## src/hdl/ap_sc_ram.sv

```systemverilog
// Generic single-write, single-read RAM with registered read data.
module ap_sc_ram #(
  parameter int unsigned WIDTH = 8,
  parameter int unsigned DEPTH = 128
) (
  input  logic                     clk,
  input  logic                     we,
  input  logic [$clog2(DEPTH)-1:0] waddr,
  input  logic [WIDTH-1:0]         wdata,
  input  logic                     re,
  input  logic [$clog2(DEPTH)-1:0] raddr,
  output logic [WIDTH-1:0]         rdata
);

  logic [WIDTH-1:0] mem [DEPTH];
  logic [WIDTH-1:0] rdata_r;

  always_ff @(posedge clk) begin
    if (we) begin
      mem[waddr] <= wdata;
    end
    if (re) begin
      rdata_r <= mem[raddr];
    end
  end

  assign rdata = rdata_r;

endmodule

```

## config.mk

```make
export PLATFORM = sky130hd
export DESIGN_NAME = ap_sc_ram
export DESIGN_NICKNAME = d
export VERILOG_FILES = /design/src/hdl/ap_sc_ram.sv
export SDC_FILE = /design/constraint.sdc
export NUM_CORES = 1
export LEC_CHECK = 0
export ABC_CLOCK_PERIOD_IN_PS = 4400
export BUFFER_PORTS_ARGS = -buffer_cell sky130_fd_sc_hd__buf_2
export CORE_UTILIZATION = 55
export DETAILED_ROUTE_END_ITERATION = 16
export PLACE_DENSITY = 0.74
export SYNTH_ARGS = -nofsm -noshare
export SYNTH_HDL_FRONTEND = slang
export SYNTH_SLANG_ARGS = --single-unit
```

## constraint.sdc

```tcl
create_clock -name clk -period 4.4 [get_ports clk]
set_clock_uncertainty 0.15 [all_clocks]
set_input_delay 0.66 -clock clk [delete_from_list [all_inputs] [get_ports clk]]
set_output_delay 0.66 -clock clk [all_outputs]
set_load 0.005 [all_outputs]
```

# [Word level (Yosys, flattened, before mapping)]
# Memory sizes are Yosys's and may differ from the RTL's. A register that Yosys moved wholly into a read port is not among the register bits.
# Cells that the tools add are included.
[word_totals] register_bits=0 ramBits=1024 n_memories=1
[op_classes] mux=2
[mem_list] memory="mem" words=128 width=8 read_ports=1 rd_clocked_by_memory_dff=1 write_ports=1 line_no="15" text="logic [WIDTH-1:0] mem [DEPTH];"
[op_table] operator="2-to-1 mux 1 bit" count=2

# [Longest topological paths before layout]
[logic_depth] word_depth=2 depth_mapped=7 mapped_depth_nobuf=4

# [Least setup slack after synthesis]
# OpenSTA, ideal clock, no wires.
[synth_timing] path_type="input-to-reg" start="input port raddr[0]" end="register rdata_r[0], in the netlist rdata[0] (read register of mem) (data pin)" setup_time_ps=260 t_arrival_ps=3044 t_required_ps=3990 slack_ps=947 cell_stages=6 path_cell_list="clkbuf_1 -> buf_1 -> mux4_2 -> mux4_2 -> mux4_2 -> mux2_2"
[synth_lines] item="start, declared" line_no="11" text="input logic [$clog2(DEPTH)-1:0] raddr,"
[synth_lines] item="end, declared" line_no="16" text="logic [WIDTH-1:0] rdata_r;"

==> summary.txt <==
Yosys
  • Top post-synthesis cells by area: edfxtp_1, mux4_2, nor2_1, clkbuf_1, mux2_2
  • Fraction of the mapped netlist area in adder cells: 0%
  • Post-synthesis mux area share: 19.27%
  • Post-synth net total: 1660
  • Ys flop type: edfxtp_1
  • Post-synth EDFFs: 1032
  • YS warnings: 0
  • Main combinational cell family by area after synthesis: multiplexers
  • Synth unique cells: 16
  • Count leader, synth: edfxtp_1
  • Synth Area in Compound Gates: 0%
  • Most common library cells after synthesis: edfxtp_1, mux4_2, nor2_1
  • Post-synthesis sequential area ratio: 77.97%
  • Synth top area share: 77.97%
  • Synth area leader: edfxtp_1
  • XOR/XNOR Fraction of Synth Area: 0%
  • Syn Area/Cell: 24.31 um2
  • Gate Count Post-Synth: 1635
  • Yosys reg bits: 1032
  • Async set-or-reset flop fraction in the synthesized netlist: 0%
  • Post-synthesis simple-gate area fraction: under 10%
  • Synthesized area: between 30000 and 40000 um2

Route
  • Final wirelength: approximately 90 mm
  • Total number of vias: 18420
  • Drt drc: 0
  • Post-route ant nets: 0
  • Number of vias per cell: 6.532
  • Drt wl/cell: between 30 and 40 um
  • DRT Pass-1 Iters: 5
  • Initial drt markers: 2137

Layout
  • Fillers: about 4500
  • Final #Nets: about 1800
  • Area Overhead vs Synth: 13.01%
  • Multi-input gate area: 8364 um2
  • FF/Latch Area: 30990 um2
  • Final core utilization: 62.83%
  • Layout cells sized above 1: 33.39%

CTS
  • Post_cts resized: 0
  • CTS Buffer Depth: 3
  • Max H-tree Level: 3
  • TritonCTS clock tree: done
  • # clock sinks: 1032
  • Clock transition at path regs: 0.07 ns
  • Setup repair bufs after CTS: 0
  • Number of buffers created by CTS: 98
  • Clock Latency Late Sink: roughly 0.66 ns
  • Hold_buf cts: 0
  • Root buf cell: clkbuf_16

Pwr
  • Clk pwr share: 41.2%
  • Net Sw Power: between 4000 and 5000 uW
  • Power Dens Cells: about 450 nW/um2
  • Combinational Power Share: 5.0%
  • Cell Int Power: 16080 uW
  • Worst vdd ir: 373.2 uV
  • Switching part of the total power: 20.50%
  • Standby leakage power: 0.01391 uW
  • Sequential share of power: 53.8%

Floorplanning
  • Die height: 270.8 um
  • Initial core utilization: 55.60%
  • Io pins: 33
  • Die X: 270.8 um
  • Core footprint: 71490 um2
  • Die area: roughly 73000 um2
  • # rows: 98

Worst setup path
  • CP Class: input pin to flip-flop
  • Crit start category: input pin
  • Required @ worst endpoint: 4.66 ns
  • Crit Path Max Fanout: between 50 and 60
  • Critical path arrival: between 3 and 4 ns
  • Setup crit end kind: flip-flop

STA
  • Final setup fails: 0
  • Post-Route Setup TNS: 0 ns
  • Post-route clock period utilization: 71.89%
  • Fmax achieved: 316.1 MHz
  • Slew @ Worst Pin: about 1.3 ns
  • Setup ws final: 1.237 ns
  • Final min period: between 3 and 4 ns
  • Unrepaired setup endpoints after global routing: no
  • Slew headroom: around 14%
  • Slew Viols, Final: 0
  • Hold_ws: 0.2613 ns
  • Hold Vio Cnt, Final: 0

GRT
  • Vias in the first global route: between 15000 and 20000
  • GRT Util Overall: approximately 25%
  • Global-route wire length before repair: 130.1 mm
  • Largest net degree at the start of global routing: about 110
  • Grt total ovfl: 0
  • Initial antenna violation count: 8

Outcome
  • Status: complete, no violations

Place
  • Gpl congestion: 0.8285
  • Pre-CTS setup slack: 0.5559 ns
  • DP HPWL: between 50 and 60 mm
  • Buffers on Ports: 32

Worst hold path
  • Hold WC Path Type: input pin to flip-flop

Run
  • Max-cap violations: 0
registers in the layout, indices dropped and copies added (netlist names):
register,cells
mem,1024
rdata,8
per-layer routing:
metal / global-route usage [%] / wire [um] / vias up
met5: 0 / 68 / -
met4: 6.735 / 2162 / 10
met3: 7.580 / 11040 / 148
met2: 38.71 / 43340 / 1165
met1: 35.37 / 33220 / 9765
li1: - / - / 7327
metrics by stage:
step | power (uW) | cell area (um2) | std cells
3_3_place_gp | 12060 | 41740 | 2636
6_report | 20220 | 44920 | 2819
4_1_cts | 20290 | 44910 | 2816
3_5_place_dp | 12090 | 41740 | 2636
5_1_grt | 20670 | 44910 | 2818
2_1_floorplan | 11630 | 39750 | 1635
worst paths after layout:
check        slack, ns         from  endpoint  depth (start not counted)
min reg2reg       1.07  mem[109][4]  rdata[4]                          4
max reg2reg       1.67   mem[78][5]  rdata[5]                          4
min               0.26           re  rdata[5]                          1
max               1.24     raddr[2]  rdata[5]                          7
layout make-up:
cell class                 count  area share [%]
clock buffer                 123           5.811
antenna                        3         0.01671
tap                          950           2.646
clock inverter                57           1.237
timing repair buffer         140           2.674
sequential                  1032           68.99
multi-input combinational    514           18.62
power groups by stage:
stage | sequential (uW) | clock [uW] | combinational, uW
after floorplan | 11100 | 0 | 549
after global placement | 11100 | 0 | 975
after detailed placement | 11100 | 0 | 1000
after CTS | 10900 | 8400 | 1010
after global routing | 10900 | 8730 | 1050
final | 10900 | 8330 | 1010
placed cells by master (no fill, tap or decap), types with 3 or more instances in the layout:
cell | netlist | layout
clkinv_1 | 0 | 21
bufinv_16 | 0 | 10
nor2_1 | 122 | 122
diode_2 | 0 | 3
buf_4 | 11 | 102
mux4_2 | 336 | 336
clkbuf_16 | 0 | 101
nor2b_1 | 7 | 7
buf_12 | 0 | 15
clkbuf_1 | 44 | 22
edfxtp_1 | 1032 | 1032
buf_2 | 15 | 21
nand2_1 | 14 | 14
nand3_1 | 12 | 12
nand4_1 | 3 | 3
mux2_2 | 8 | 8
nor3_1 | 9 | 7
clkinv_2 | 0 | 20
critical path, stage by stage:
cell,delay (ns)
buf_8,0.43
buf_12,0.29
buf_4,0.23
mux4_2,0.31
mux4_2,0.54
mux4_2,0.58
mux2_2,0.31
kinds of logic (layout without fill, tap and decap cells):
family	count (synthesis)	count (layout)
other	0	3
buffers and inverters	89	320
flip-flops	1032	1032
AND/OR/NAND/NOR	170	170
multiplexers	344	344
Power figures use the tool's default switching activity.
